[config.mk]
export PLATFORM = sky130hd
export DESIGN_NAME = clock_second_chance_replacement_core
export DESIGN_NICKNAME = d
export VERILOG_FILES = /design/src/rtl/csc_pkg.sv /design/src/rtl/clock_second_chance_replacement_core.sv
export SDC_FILE = /design/constraint.sdc
export NUM_CORES = 1
export LEC_CHECK = 0
export ABC_AREA = 1
export BUFFER_PORTS_ARGS = -buffer_cell sky130_fd_sc_hd__buf_2
export CAP_MARGIN = 0
export CORE_UTILIZATION = 40
export DETAILED_ROUTE_END_ITERATION = 12
export HOLD_SLACK_MARGIN = 0.12
export SLEW_MARGIN = 20
export SYNTH_ARGS = -nofsm -noshare
export SYNTH_HDL_FRONTEND = slang
export SYNTH_SLANG_ARGS = --single-unit
[constraint.sdc]
create_clock -name clk_i -period 4.5 [get_ports clk_i]
set_input_delay 0.9 -clock clk_i [delete_from_list [all_inputs] [get_ports clk_i]]
set_output_delay 0.9 -clock clk_i [all_outputs]
set_load 0.02 [all_outputs]
[src/rtl/csc_pkg.sv]
// Shared constants and types for the clock (second chance) replacement core.
// No dependencies; imported by clock_second_chance_replacement_core.
`timescale 1ns / 1ps
`default_nettype none

package csc_pkg;

  // Default build sizes
  localparam int unsigned CSC_FRAMES    = 8;
  localparam int unsigned CSC_PAGE_BITS = 16;

  // Register file
  localparam int unsigned CFG_W         = 4;
  localparam logic [CFG_W-1:0] CFG_FRAMES_RESET = 4'd5;
  localparam int unsigned APB_AW        = 3;
  localparam int unsigned APB_DW        = 32;
  localparam logic        REG_FRAMES_IN_USE = 1'b0;

  // Result fields of fixed width
  localparam int unsigned CNT_W         = 16;
  localparam int unsigned OUT_FRAME_W   = 3;

  // Outcome of one page request
  typedef enum logic [1:0] {
    RES_HIT,
    RES_FILL,
    RES_REPL
  } res_kind_e;

endpackage

`default_nettype wire

[src/rtl/clock_second_chance_replacement_core.sv]
// Clock (second chance) page replacement core: frame store, reference bits,
// hand and a small sequencer around one ring-step/compare unit. Uses csc_pkg.
//
//  channel | signals                                   | direction
//  --------+-------------------------------------------+----------
//  in      | in_valid_i, in_stall_o, page_number_i,    | request in
//          | last_reference_i                          |
//  out     | out_valid_o, out_stall_i, hit_o, ...      | result out
//  cfg     | psel, penable, pwrite, paddr, pwdata, ... | APB slave
//
// Per request: a fill into an empty ring goes straight to the result; otherwise
// the filled frames are searched for the page. With a full ring of n frames the
// hand is first reduced modulo n by repeated subtraction, then the ring is
// searched and, on a miss, the reference bits are swept. The frame store read
// port sets the pace: one frame looked at per cycle.
// Reset empties all frames, clears the count and sets frames_in_use to 5.
// A result waiting on out_stall_i holds the next request in its last step.
`timescale 1ns / 1ps
`default_nettype none

module clock_second_chance_replacement_core
  import csc_pkg::*;
#(
  parameter int unsigned FRAMES    = CSC_FRAMES,
  parameter int unsigned PAGE_BITS = CSC_PAGE_BITS
) (
  input  wire logic                   clk_i,
  input  wire logic                   rst_ni,
  // request channel
  input  wire logic                   in_valid_i,
  output logic                        in_stall_o,
  input  wire logic [PAGE_BITS-1:0]   page_number_i,
  input  wire logic                   last_reference_i,
  // result channel
  output logic                        out_valid_o,
  input  wire logic                   out_stall_i,
  output logic                        hit_o,
  output logic                        filled_free_frame_o,
  output logic                        replaced_o,
  output logic [OUT_FRAME_W-1:0]      frame_index_o,
  output logic [PAGE_BITS-1:0]        evicted_page_o,
  output logic [CNT_W-1:0]            replacement_count_o,
  // configuration port
  input  wire logic                   psel,
  input  wire logic                   penable,
  input  wire logic                   pwrite,
  input  wire logic [APB_AW-1:0]      paddr,
  input  wire logic [APB_DW-1:0]      pwdata,
  output logic [APB_DW-1:0]           prdata,
  output logic                        pready
);

  localparam int unsigned IW = (FRAMES > 1) ? $clog2(FRAMES) : 1;
  localparam int unsigned CW = $clog2(FRAMES + 1);
  localparam int unsigned NW = (CW > CFG_W) ? CW : CFG_W;
  localparam int unsigned XW = IW + OUT_FRAME_W;

  typedef enum logic [2:0] {
    ST_IDLE,
    ST_MOD,
    ST_SEARCH,
    ST_SWEEP,
    ST_RESULT
  } state_e;

  state_e               state_q;
  logic [CFG_W-1:0]     cfg_q;
  logic [PAGE_BITS-1:0] page_q;
  logic                 last_q;
  logic [CW-1:0]        n_q;
  logic                 full_q;
  logic [IW-1:0]        pos_q;
  logic [IW-1:0]        hmod_q;
  logic [CW-1:0]        rem_q;
  logic [IW-1:0]        cmp_pos_q;
  logic                 cmp_vld_q;
  logic [CW-1:0]        filled_q;
  logic [IW-1:0]        hand_q;
  logic [FRAMES-1:0]    ref_q;
  logic [CNT_W-1:0]     cnt_q;
  res_kind_e            kind_q;
  logic [IW-1:0]        res_frame_q;

  logic                 out_valid_q;
  logic                 out_hit_q;
  logic                 out_fill_q;
  logic                 out_repl_q;
  logic [OUT_FRAME_W-1:0] out_frame_q;
  logic [PAGE_BITS-1:0] out_evict_q;
  logic [CNT_W-1:0]     out_cnt_q;

  // frame store
  logic [PAGE_BITS-1:0] mem [FRAMES];
  logic [PAGE_BITS-1:0] mem_rd_q;

  logic [CW-1:0]        n_eff;
  logic [NW-1:0]        cfg_ext;
  logic                 in_acc;
  logic                 cfg_we;
  logic                 match;
  logic                 out_ready;
  logic                 mem_we;
  logic [CNT_W-1:0]     cnt_inc;
  logic [XW-1:0]        frame_ext;

  // one step round the ring of n frames
  function automatic logic [IW-1:0] ring_inc(input logic [IW-1:0] p,
                                             input logic [CW-1:0] n);
    logic [CW-1:0] nxt;
    nxt = CW'(p) + CW'(1);
    return (nxt == n) ? '0 : nxt[IW-1:0];
  endfunction

  // effective frame count: 0 acts as 1, above the build acts as FRAMES
  always_comb begin
    cfg_ext = NW'(cfg_q);
    if (cfg_q == '0) begin
      n_eff = CW'(1);
    end else if (cfg_ext > NW'(FRAMES)) begin
      n_eff = CW'(FRAMES);
    end else begin
      n_eff = cfg_ext[CW-1:0];
    end
  end

  assign in_stall_o = (state_q != ST_IDLE);
  assign in_acc     = in_valid_i && (state_q == ST_IDLE);
  assign match      = cmp_vld_q && (mem_rd_q == page_q);
  assign out_ready  = !out_valid_q || !out_stall_i;
  assign mem_we     = (state_q == ST_RESULT) && out_ready && (kind_q != RES_HIT);
  assign cnt_inc    = (cnt_q == '1) ? cnt_q : cnt_q + CNT_W'(1);
  assign frame_ext  = XW'(res_frame_q);

  // APB register access
  assign pready = 1'b1;
  assign cfg_we = psel && penable && pwrite && (paddr[APB_AW-1] == REG_FRAMES_IN_USE);
  assign prdata = (paddr[APB_AW-1] == REG_FRAMES_IN_USE) ? APB_DW'(cfg_q) : '0;

  // frame store: one write, one registered read at the ring position
  always_ff @(posedge clk_i) begin
    if (mem_we) begin
      mem[res_frame_q] <= page_q;
    end
    mem_rd_q <= mem[pos_q];
  end

  // sequencer, policy state and result register
  always_ff @(posedge clk_i or negedge rst_ni) begin
    if (!rst_ni) begin
      state_q     <= ST_IDLE;
      cfg_q       <= CFG_FRAMES_RESET;
      page_q      <= '0;
      last_q      <= 1'b0;
      n_q         <= '0;
      full_q      <= 1'b0;
      pos_q       <= '0;
      hmod_q      <= '0;
      rem_q       <= '0;
      cmp_pos_q   <= '0;
      cmp_vld_q   <= 1'b0;
      filled_q    <= '0;
      hand_q      <= '0;
      ref_q       <= '0;
      cnt_q       <= '0;
      kind_q      <= RES_HIT;
      res_frame_q <= '0;
      out_valid_q <= 1'b0;
      out_hit_q   <= 1'b0;
      out_fill_q  <= 1'b0;
      out_repl_q  <= 1'b0;
      out_frame_q <= '0;
      out_evict_q <= '0;
      out_cnt_q   <= '0;
    end else begin
      if (cfg_we) begin
        cfg_q <= pwdata[CFG_W-1:0];
      end

      // compare pipeline is registered alongside the store read, so it lines up with mem_rd_q
      cmp_pos_q <= pos_q;
      cmp_vld_q <= (state_q == ST_SEARCH) && (rem_q != '0) && !match;

      if (out_valid_q && !out_stall_i) begin
        out_valid_q <= 1'b0;
      end

      case (state_q)
        ST_IDLE: begin
          if (in_acc) begin
            page_q <= page_number_i;
            last_q <= last_reference_i;
            n_q    <= n_eff;
            if (filled_q < n_eff) begin
              full_q <= 1'b0;
              if (filled_q == '0) begin
                kind_q      <= RES_FILL;
                res_frame_q <= '0;
                state_q     <= ST_RESULT;
              end else begin
                pos_q   <= '0;
                rem_q   <= filled_q;
                state_q <= ST_SEARCH;
              end
            end else begin
              full_q  <= 1'b1;
              pos_q   <= hand_q;
              state_q <= ST_MOD;
            end
          end
        end

        // hand modulo n by repeated subtraction
        ST_MOD: begin
          if (CW'(pos_q) >= n_q) begin
            pos_q <= IW'(CW'(pos_q) - n_q);
          end else begin
            hmod_q  <= pos_q;
            rem_q   <= n_q;
            state_q <= ST_SEARCH;
          end
        end

        // look for the page, one frame a cycle
        ST_SEARCH: begin
          if (match) begin
            kind_q      <= RES_HIT;
            res_frame_q <= cmp_pos_q;
            state_q     <= ST_RESULT;
          end else if (rem_q != '0) begin
            pos_q <= ring_inc(pos_q, n_q);
            rem_q <= rem_q - CW'(1);
          end else if (!cmp_vld_q) begin
            if (full_q) begin
              pos_q   <= ring_inc(hmod_q, n_q);
              state_q <= ST_SWEEP;
            end else begin
              kind_q      <= RES_FILL;
              res_frame_q <= filled_q[IW-1:0];
              state_q     <= ST_RESULT;
            end
          end
        end

        // second chance: clear set bits until a clear one turns up
        ST_SWEEP: begin
          if (!ref_q[pos_q]) begin
            kind_q      <= RES_REPL;
            res_frame_q <= pos_q;
            state_q     <= ST_RESULT;
          end else begin
            ref_q[pos_q] <= 1'b0;
            pos_q        <= ring_inc(pos_q, n_q);
          end
        end

        // commit policy state and hand the result over
        ST_RESULT: begin
          if (out_ready) begin
            out_valid_q <= 1'b1;
            out_hit_q   <= (kind_q == RES_HIT);
            out_fill_q  <= (kind_q == RES_FILL);
            out_repl_q  <= (kind_q == RES_REPL);
            out_frame_q <= frame_ext[OUT_FRAME_W-1:0];
            out_evict_q <= (kind_q == RES_REPL) ? mem_rd_q : '0;
            out_cnt_q   <= (kind_q == RES_REPL) ? cnt_inc : cnt_q;
            hand_q      <= res_frame_q;
            case (kind_q)
              RES_HIT:  ref_q[res_frame_q] <= 1'b1;
              RES_FILL: begin
                ref_q[res_frame_q] <= 1'b0;
                filled_q           <= filled_q + CW'(1);
              end
              RES_REPL: begin
                ref_q[res_frame_q] <= 1'b0;
                cnt_q              <= cnt_inc;
              end
              default: ;
            endcase
            // end of string empties the ring afterwards
            if (last_q) begin
              ref_q    <= '0;
              filled_q <= '0;
              hand_q   <= '0;
              cnt_q    <= '0;
            end
            state_q <= ST_IDLE;
          end
        end

        default: state_q <= ST_IDLE;
      endcase
    end
  end

  assign out_valid_o         = out_valid_q;
  assign hit_o               = out_hit_q;
  assign filled_free_frame_o = out_fill_q;
  assign replaced_o          = out_repl_q;
  assign frame_index_o       = out_frame_q;
  assign evicted_page_o      = out_evict_q;
  assign replacement_count_o = out_cnt_q;

`ifndef NO_ASSERTIONS
  a_filled_range: assert property (@(posedge clk_i) disable iff (!rst_ni)
    CW'(FRAMES) >= filled_q)
    else $error("frames_filled beyond frame count");

  a_hand_range: assert property (@(posedge clk_i) disable iff (!rst_ni)
    IW'(FRAMES - 1) >= hand_q)
    else $error("clock hand beyond frame count");

  a_one_outcome: assert property (@(posedge clk_i) disable iff (!rst_ni)
    out_valid_o |-> $onehot({hit_o, filled_free_frame_o, replaced_o}))
    else $error("result must be exactly one of hit, fill, replacement");

  a_evict_zero: assert property (@(posedge clk_i) disable iff (!rst_ni)
    (out_valid_o && !replaced_o) |-> (evicted_page_o == '0))
    else $error("evicted page set without a replacement");

  a_count_nonzero: assert property (@(posedge clk_i) disable iff (!rst_ni)
    (out_valid_o && replaced_o) |-> (replacement_count_o != '0))
    else $error("replacement count zero on a replacement");
`endif

endmodule

`default_nettype wire
==> results of run 1 <==
-- per-stage QoR --
stage | std cells | total power, W | setup WS [ns] | cell area [µm²] | util [%]
after floorplan | 1244 | 0.00539 | 0.966 | 11900 | -
after global placement | 1644 | 0.00614 | 1.51 | 12500 | 43.5
after detailed placement | 1644 | 0.00619 | 1.50 | 12500 | 43.5
after CTS | 1696 | 0.00847 | 1.72 | 13500 | 46.6
after global routing | 1696 | 0.00898 | 1.45 | 13500 | 46.6
final | 1696 | 0.00841 | 1.74 | 13500 | 46.6
-- layer usage --
metal	global-route usage [%]	up-vias	wire (µm)
li1	-	4218	-
met1	25.8	4121	12900
met2	29.9	259	12700
met3	2.65	48	1420
met4	4.42	0	509
met5	0	-	0
-- cells by family (layout without fill, tap and decap cells) --
family	after synthesis	in the layout	synth area share, %
flip-flops	262	262	60.2
AO/OA/AOI/OAI	179	179	9.18
other	2	29	0.0635
AND/OR/NAND/NOR	544	544	20.2
adder cells (fa/ha/maj)	17	17	1.86
XOR/XNOR	11	11	0.815
buffers and inverters	202	270	7.60
-- cell type report --
type | count | area [µm²]
timing repair buffer | 83 | 458
sequential | 262 | 7120
inverter | 135 | 507
multi-input combinational | 780 | 3980
clock buffer | 32 | 736
tap | 384 | 480
fill | 2710 | 15400
clock inverter | 20 | 176
-- worst max-delay path, delay by kind of cell, from the launching register on --
family | cells | cell delay (ns)
DFF | 1 | 0.45
and+or+nand+nor | 5 | 1.06
buffers and inverters | 3 | 0.91
-- worst max-delay path by stage --
stage | start | slack (ns) | endpoint | depth (start not counted)
after floorplan | out_stall_i | 0.97 | mem[0][0]$_DFFE_PP_ | 7
final | state_q[1]$_DFFE_PN0P_ | 1.74 | mem[3][10]$_DFFE_PP_ | 8
after detailed placement | out_stall_i | 1.50 | mem[1][7]$_DFFE_PP_ | 9
after global routing | state_q[1]$_DFFE_PN0P_ | 1.45 | mem[1][10]$_DFFE_PP_ | 8
after CTS | state_q[1]$_DFFE_PN0P_ | 1.72 | mem[1][10]$_DFFE_PP_ | 8
after global placement | out_stall_i | 1.51 | mem[2][7]$_DFFE_PP_ | 9
-- Yosys cell counts (17+ instances only) --
library cell	count	area (µm²)
a221oi_1	17	149
nand3_1	67	335
o21ai_0	88	440
clkbuf_1	19	71.3
inv_1	128	480
nor3_1	22	110
a21oi_1	24	120
nor2_1	46	173
nand2_1	338	1270
nand4_1	32	200
dfrtp_1	116	2900
buf_4	33	248
edfxtp_1	128	3840
-- state kept, by name (all words and copies together) (netlist names), 4 cells and up --
| register | count |
|---|---|
| cfg_ext | 4 |
| cnt_q | 16 |
| evicted_page_o | 16 |
| filled_q | 4 |
| mem | 128 |
| mem_rd_q | 16 |
| n_q | 4 |
| page_q | 16 |
| ref_q | 8 |
| rem_q | 4 |
| replacement_count_o | 16 |
-- power by group --
part           internal, W  switching, W  total [W]
clock network      0.00129      0.000971    0.00226
logic             0.000768       0.00169    0.00245
registers          0.00315      0.000545    0.00369
-- layout by cell type (no fill, tap or decap), drive strengths merged, types with 9 or more instances in the layout --
cell type	Yosys	final
nand3	71	71
a21oi	24	24
nor3	28	28
conb	2	29
o2bb2ai	9	9
a221oi	17	17
clkinv	1	15
nor4	10	10
clkbuf	20	32
inv	134	134
a22oi	16	16
dfxtp	16	16
o21ai	88	88
nor2	55	55
ha	16	16
dfrtp	116	116
nand2	340	340
nand4	32	32
buf	47	83
edfxtp	128	128
==> impl_results.md, run 1 <==
* Result of the run: finished clean
* Synth Cell Area at 0.0118 mm²
* R2R Setup Slk at 1.74 ns
* Drt total wl at 27.5 mm
* First-pass GRT wire length at 44.0 mm
* Reg-to-reg endpoint: mem[3][10]$_DFFE_PP_
* Ys async rst share at 45.0%
* Slowest stage cell, crit path: dfrtp_1
* Worst skew pair latency at 0.56 ns
* Initial Util at 41.0%
* Final Hold Viols at 0
* # DRC at 0
* Syn avg cell area at 9.71 µm²
* Hold buffers post-CTS at 0
* Largest net degree at the start of global routing at 99
* Max capacitance violation total at 0
* Worst vdd ir at 0.000305 V
* CP Data Required Time at 4.72 ns
* Vias in the first global route at 8,086
* Critical path endpoint category: flop
* Worst setup SP type: flop
* Number of routed nets with antenna violations at 0
* Maximum clock frequency at 363 MHz
* Crit path cell chain: nor2_2, nand2_2, nor2_2, inv_2, nor2_1, clkinv_1, nor4_2, buf_4
* I/O pin cnt at 132
* DRT Pass-1 Iters at 9
* Ant diodes at 0
* Area delta synth->final at 13.9%
* Share of cells above drive strength 1 at 13.0%
* Number of CTS-inserted buffers at 28
* Measured slew at the worst slew-check pin at 1.02 ns
* Reg2reg path depth at 8
* GPL Wtd Cong at 0.914
* Root Buffer: clkbuf_16
* Via density per instance at 5.10
* CP Data Arrival Time at 2.98 ns
* Final setup fails at 0
* Core area at 0.0289 mm²
* Syn Inst Count at 1,217
* Post-synth EDFFs at 128
* Warnings, synthesis at 0
* Headroom to the max-slew limit at 31.9%
* Row cnt at 62
* Grt total ovfl at 0
* Final Cycle Share at 61.2%
* RR Startpoint: state_q[1]$_DFFE_PN0P_
* Power per cell area at 625 mW/mm²
* Clock Sinks at 262
* Seq cells post-synth at 262
* CP peak stage delay at 0.45 ns
* Slew Viols, Final at 0
* H-Tree Level Count at 1
* RSZ-0062 raised after global routing: no
* Hold crit path type: primary input to asynchronous set/reset pin
* CTS Buffer Depth at 3
* Wirelength per Cell at 16.2 µm
* Pleak at 5.87 nW
* Worst setup path class: flop to flop
* Main synth FF type: edfxtp_1
* Antenna violations before repair at 0
* Setup TNS at 0 ns
* CTS clk-pin slew, worst paths at 0.06 ns
* Sequential area share after synthesis at 60.2%
* Synth unique cells at 44
* HPWL Detailed at 17.5 mm
* Most used cell, CP: nor2_2
* GRT Total Usage at 18.4%
* Post-CTS setup buffer count at 0
* Final min period at 2.76 ns
* Worst hold margin at 0.249 ns
* PortBufs at 72
* First DRT Iteration DRCs at 768
* Die height at 174 µm
* Die ar. at 0.0302 mm²
* Crit-path max FO at 35
* CTS tree: done
* Chip width at 174 µm
* Vias at 8,646
* Cts repair resizes at 0
* Layout Skew at 0.0176 ns
* Layout net count at 1,366
No activity file was read; power rests on OpenSTA's default activity.
==> run 2, diff against run 1 <==
==> constraint.sdc (replaced) <==
create_clock -name clk_i -period 2.25 [get_ports clk_i]
set_input_delay 0.45 -clock clk_i [delete_from_list [all_inputs] [get_ports clk_i]]
set_output_delay 0.45 -clock clk_i [all_outputs]
set_load 0.02 [all_outputs]
==> run 2 against run 1 <==
Global-route usage is 0.40 points higher. Sequential power is 91% higher. Count of clock-buffer cells in the layout is 1 lower. Hold slack worse by 0.11 ns. Largest power group unchanged.
==> impl_results.md, run 2 (synthesized netlist as in run 1, its figures left out) <==
* Result of the run: finished clean (unchanged)
* Non-Filler Instances at 1,763 (was 1,696)
* Number of CTS-inserted buffers at 27 (was 28)
* # DRC at 0 (unchanged)
* PortBufs at 72 (unchanged)
* Max reg flops at 128 (unchanged)
* DP Area at 0.0132 mm² (was 0.0125 mm²)
* CP Data Required Time at 1.80 ns (was 4.72 ns)
* Power per cell area at 1230 mW/mm² (was 625 mW/mm²)
* Most frequent cells in the layout: 338 x nand2_1, 128 x inv_1, 128 x edfxtp_1, 115 x dfrtp_1, 88 x o21ai_0 (was 338 x nand2_1, 128 x inv_1, 128 x edfxtp_1, 116 x dfrtp_1, 88 x o21ai_0)
* Reg-to-reg endpoint: state_q[1]$_DFFE_PN0P_ (was mem[3][10]$_DFFE_PP_)
* Die height at 174 µm (unchanged)
* Row cnt at 62 (unchanged)
* CTS tree: done (unchanged)
* Grt total ovfl at 0 (unchanged)
* R2R Setup Slk at 0.21 ns (was 1.74 ns)
* RSZ-0062 raised after global routing: no (unchanged)
* Die ar. at 0.0302 mm² (unchanged)
* Final Hold Viols at 0 (unchanged)
* Share of cells above drive strength 1 at 16.4% (was 13.0%)
* First-pass GRT wire length at 45.0 mm (was 44.0 mm)
* Reg2reg path depth at 12 (was 8)
* CTS clk-pin slew, worst paths at 0.07 ns (was 0.06 ns)
* Worst skew pair latency at 0.56 ns (about the same)
* Setup TNS at 0 ns (unchanged)
* CTS Buffer Depth at 3 (unchanged)
* Chip width at 174 µm (unchanged)
* GRT Total Usage at 18.8% (was 18.4%)
* Worst Setup SP: state_q[2]$_DFFE_PN0P_ (was state_q[1]$_DFFE_PN0P_)
* Measured slew at the worst slew-check pin at 0.680 ns (was 1.02 ns)
* Antenna violations before repair at 0 (unchanged)
* Number of routed nets with antenna violations at 0 (unchanged)
* Largest net degree at the start of global routing at 72 (was 99)
* Hold path cells at 3
* Wirelength per Cell at 15.8 µm (was 16.2 µm)
* Final Cycle Share at 95.2%
* Core area at 0.0289 mm² (unchanged)
* Headroom to the max-slew limit at 54.6% (was 31.9%)
* Crit-path max FO at 5 (was 35)
* H-Tree Level Count at 1 (unchanged)
* Worst setup SP type: flop (unchanged)
* Pleak at 6.29 nW (was 5.87 nW)
* Clock Sinks at 262 (unchanged)
* Drt total wl at 27.9 mm (was 27.5 mm)
* Maximum clock frequency at 467 MHz
* Initial Util at 41.0% (unchanged)
* Post-CTS setup buffer count at 0 (unchanged)
* Via density per instance at 4.99 (was 5.10)
* Commonest non-fill, non-tap cell in the layout: nand2_1 (unchanged)
* Area delta synth->final at 20.8% (was 13.9%)
* Root Buffer: clkbuf_16 (unchanged)
* Final setup fails at 0 (unchanged)
* DP Cell Count at 1,696 (was 1,644)
* RR Startpoint: pos_q[0]$_DFFE_PN0P_ (was state_q[1]$_DFFE_PN0P_)
* Most flops, register: mem (unchanged)
* Vias at 8,791 (was 8,646)
* Worst vdd ir at 0.000798 V (was 0.000305 V)
* CP Data Arrival Time at 1.69 ns (was 2.98 ns)
* HPWL Detailed at 18.3 mm (was 17.5 mm)
* Worst setup path class: flop to output pin (was flop to flop)
* Layout Skew at 0.0257 ns (was 0.0176 ns)
* I/O pin cnt at 132 (unchanged)
* GPL Wtd Cong at 0.895 (was 0.914)
* Hold crit path type: primary input to flop (was primary input to asynchronous set/reset pin)
* Vias in the first global route at 8,565 (was 8,086)
* Post-route cell area at 0.0143 mm² (was 0.0135 mm²)
* Critical path endpoint category: output pin (was flop)
* DRT Pass-1 Iters at 5 (was 9)
* Slew Viols, Final at 0 (unchanged)
* Final min period at 2.14 ns
* Max capacitance violation total at 0 (unchanged)
* Layout net count at 1,433 (was 1,366)
* CP endpoint: in_stall_o (was mem[3][10]$_DFFE_PP_)
* First DRT Iteration DRCs at 550 (was 768)
==> run 2: cell count changes in the layout (fill, tap and decap cells not counted), sizes merged, moves of 2 or more <==
cell,before,now
clkinv,15,8
dlygate4sd3,0,16
buf,83,135
inv,134,136
bufinv,2,5
==> run 2: layout make-up <==
cell class	instances	area [µm²]
fillers	2648	14600
well taps	384	480
clock inverters	19	253
diodes	1	2.50
clock buffers	31	691
flip-flops and latches	262	7120
multi-input cells	780	4040
repair buffers	151	1180
inverters	135	512
==> run 2: per-stage QoR <==
stage / total power, W / hold slack, ns / worst slack, ns / util, %
2_1_floorplan: 0.0109 / 0.154 / 0.0224 / -
3_3_place_gp: 0.0129 / 0.449 / 0.172 / 45.6
3_5_place_dp: 0.0129 / 0.451 / 0.173 / 45.6
4_1_cts: 0.0178 / 0.125 / 0.0113 / 49.4
5_1_grt: 0.0188 / 0.146 / 0.0195 / 49.5
6_report: 0.0176 / 0.137 / 0.108 / 49.5
==> run 2: how the worst min path moves through the flow <==
stage | startpoint | endpoint | slack, ns
2_1_floorplan | rst_ni | cfg_ext[1]$_DFFE_PN0P_ | 0.15
6_report | page_number_i[14] | page_q[14]$_DFFE_PN0P_ | 0.14
5_1_grt | pwdata[1] | cfg_ext[1]$_DFFE_PN0P_ | 0.15
4_1_cts | pwdata[1] | cfg_ext[1]$_DFFE_PN0P_ | 0.13
3_5_place_dp | mem[0][12]$_DFFE_PP_ | mem_rd_q[12]$_DFF_P_ | 0.45
3_3_place_gp | mem[0][12]$_DFFE_PP_ | mem_rd_q[12]$_DFF_P_ | 0.45
==> run 2: power by group <==
part           internal [W]  switching, W
registers           0.00630      0.000741
logic               0.00199       0.00386
clock network       0.00281       0.00193
total                0.0111       0.00653
==> run 2: repair_timing <==
item,4_1_cts,5_1_grt
setup endpoints to repair,0,7
endpoints found under the hold margin,48,0
hold buffers,16,0
gates resized for setup,0,3
==> run 2: critical path: stages (launching register included) <==
cell and delay (ns):
dfrtp_1 0.46, inv_2 0.12, nand2_1 0.09, nor2_2 0.18, inv_1 0.12, buf_2 0.17
==> run 2: layer usage <==
layer	global-route usage [%]	wire length [µm]	vias up
met5	0	0	-
met4	4.79	559	0
met3	2.72	1090	41
met2	31.3	13200	184
met1	25.6	13100	4203
li1	-	-	4363
==> run 3, diff against run 2 <==
==> constraint.sdc (replaced) <==
create_clock -name clk_i -period 2.25 [get_ports clk_i]
set_input_delay 0.675 -clock clk_i [delete_from_list [all_inputs] [get_ports clk_i]]
set_output_delay 0.675 -clock clk_i [all_outputs]
set_load 0.02 [all_outputs]
==> run 3 against run 2 <==
Non-clock buffer count is 21 lower. First-iteration DRC count is 9.5% higher. Total power is 3.6% lower. Global-route usage hardly changed. Worst setup slack worse by 0.021 ns. Die area stayed put. Sequential cell count stayed put. Routed wire length hardly changed. Count of clock-buffer cells in the layout is 11 higher. Sequential power is 1% lower. Fmax is 0.97% lower. Largest cell class unchanged. Largest power group unchanged. Highest routed layer unchanged.
==> impl_results.md, run 3 (synthesized netlist as in run 1, its figures left out) <==
* Result of the run: finished clean (unchanged)
* Via density per instance at 5.09 (was 4.99)
* Area delta synth->final at 19.9% (was 20.8%)
* Pleak at 6.21 nW (was 6.29 nW)
* CTS clk-pin slew, worst paths at 0.06 ns (was 0.07 ns)
* Grt total ovfl at 0 (unchanged)
* Drt total wl at 27.9 mm (about the same)
* Worst hold margin at 0.343 ns (was 0.137 ns)
* Final min period at 2.16 ns (was 2.14 ns)
* Vias at 8,864 (was 8,791)
* Most frequent cells in the layout: 336 x nand2_1, 128 x edfxtp_1, 126 x inv_1, 112 x dfrtp_1, 87 x o21ai_0 (was 338 x nand2_1, 128 x inv_1, 128 x edfxtp_1, 115 x dfrtp_1, 88 x o21ai_0)
* # DRC at 0 (unchanged)
* Worst vdd ir at 0.000521 V (was 0.000798 V)
* Met2 WL at 12.7 mm (was 13.2 mm)
* Number of routed nets with antenna violations at 0 (unchanged)
* Chip width at 174 µm (unchanged)
* Worst skew pair latency at 0.54 ns (was 0.56 ns)
* CTS Buffer Depth at 3 (unchanged)
* Root Buffer: clkbuf_16 (unchanged)
* Max capacitance violation total at 0 (unchanged)
* Headroom to the max-slew limit at 51.3% (was 54.6%)
* Final Util at 49.1% (was 49.5%)
* DRT Pass-1 Iters at 5 (unchanged)
* Post-route cell area at 0.0142 mm² (was 0.0143 mm²)
* DP Area at 0.0131 mm² (was 0.0132 mm²)
* Maximum clock frequency at 462 MHz (was 467 MHz)
* Clock Sinks at 262 (unchanged)
* Final setup fails at 0 (unchanged)
* Layout Skew at 0.0106 ns (was 0.0257 ns)
* Worst setup SP type: flop (unchanged)
* Share of cells above drive strength 1 at 16.7% (was 16.4%)
* Total power at 0.0170 W (was 0.0176 W)
* Vias in the first global route at 8,382 (was 8,565)
* Die ar. at 0.0302 mm² (unchanged)
* HPWL Detailed at 18.2 mm (was 18.3 mm)
* Initial Util at 41.0% (unchanged)
* H-Tree Level Count at 1 (unchanged)
* RSZ-0062 raised after global routing: no (unchanged)
* First DRT Iteration DRCs at 602 (was 550)
* Wirelength per Cell at 16.0 µm (was 15.8 µm)
* Die height at 174 µm (unchanged)
* CP Data Arrival Time at 1.49 ns (was 1.69 ns)
* Metal1 wirelength at 13.2 mm (was 13.1 mm)
* Max layer used: met4 (unchanged)
* Most flops, register: mem (unchanged)
* Worst setup path class: flop to output pin (unchanged)
* Crit-path max FO at 4 (was 5)
* Setup TNS at 0 ns (unchanged)
* Row cnt at 62 (unchanged)
* Max reg flops at 128 (unchanged)
* Final Hold Viols at 0 (unchanged)
* Metal3 WL at 1.60 mm (was 1.09 mm)
* CTS tree: done (unchanged)
* Core area at 0.0289 mm² (unchanged)
* Power per cell area at 1200 mW/mm² (was 1230 mW/mm²)
* Commonest non-fill, non-tap cell in the layout: nand2_1 (unchanged)
* Ant diodes at 0 (was 1)
* Final Cycle Share at 96.1% (was 95.2%)
* Slew Viols, Final at 0 (unchanged)
* Measured slew at the worst slew-check pin at 0.730 ns (was 0.680 ns)
* Number of CTS-inserted buffers at 28 (was 27)
* I/O pin cnt at 132 (unchanged)
* CP Data Required Time at 1.57 ns (was 1.80 ns)
* Hold crit path type: primary input to flop (unchanged)
* GRT Total Usage at 18.7% (was 18.8%)
* Layout net count at 1,413 (was 1,433)
* First-pass GRT wire length at 44.8 mm (was 45.0 mm)
* Antenna violations before repair at 0 (unchanged)
* PortBufs at 72 (unchanged)
* Critical path endpoint category: output pin (unchanged)
* Largest net degree at the start of global routing at 72 (unchanged)
* GPL Wtd Cong at 0.910 (was 0.895)
==> run 3: cell types whose count changed in the layout (fill, tap and decap cells not counted), sizes merged, moves of 2 or more <==
cell / change
dlygate4sd3: -15
clkbuf: +11
buf: -6
clkinv: -3
clkinvlp: -3
inv: -2
==> run 3: layout make-up <==
class	instances	area [µm²]
Inverter	135	517
Clock inverter	10	154
Fill cell	2659	14700
Clock buffer	42	815
Multi-Input combinational cell	780	4090
Sequential cell	262	7120
Timing Repair Buffer	130	988
Tap cell	384	480
==> run 3: final timing paths <==
kind | depth (start not counted) | endpoint | startpoint | slack, ns
worst max-delay path | 5 | in_stall_o | state_q[2]$_DFFE_PN0P_ | 0.09
worst min-delay path | 3 | page_q[10]$_DFFE_PN0P_ | page_number_i[10] | 0.34
worst max register to register | 8 | mem[0][1]$_DFFE_PP_ | state_q[1]$_DFFE_PN0P_ | 0.16
worst min register to register | 2 | mem_rd_q[10]$_DFF_P_ | mem[1][10]$_DFFE_PP_ | 0.47
max in group asynchronous | 3 | cfg_ext[2]$_DFFE_PN1P_ | rst_ni | 0.97
min in group asynchronous | 2 | evicted_page_o[10]$_DFFE_PN0P_ | rst_ni | 0.62
==> run 3: metal layers <==
layer  global-route usage (%)  up-vias
met5                        0        -
met4                     3.98        0
met3                     2.32       39
met2                     30.5      256
met1                     26.8     4248
li1                         -     4321
==> run 3: repair_timing <==
action                                  4_1_cts  5_1_grt
pin swaps                                     1        0
buffers inserted                              2        2
hold buffers                                  1        0
endpoints found under the setup margin        1       15
gates resized for setup                       4       10
endpoints found under the hold margin        23        0
==> run 3: stage by stage <==
stage                     std cells  setup WS, ns
after detailed placement       1686        0.0640
after global routing           1743       0.00480
final                          1743        0.0868
after CTS                      1741        0.0107
after global placement         1686        0.0869
after floorplan                1244       0.00394
==> run 3: power breakdown <==
part / internal (W) / total [W] / switching (W) / leakage [nW]
Clock: 0.00295 / 0.00479 / 0.00184 / 0.467
Sequential: 0.00623 / 0.00697 / 0.000740 / 2.87
Combinational: 0.00177 / 0.00522 / 0.00345 / 2.87
Total: 0.0110 / 0.0170 / 0.00603 / 6.21
==> run 3: critical path, stage by stage, from the launching register on <==
cell	delay, ns
dfrtp_2	0.41
inv_2	0.10
nand2_2	0.08
nor2_4	0.12
inv_1	0.08
buf_2	0.16
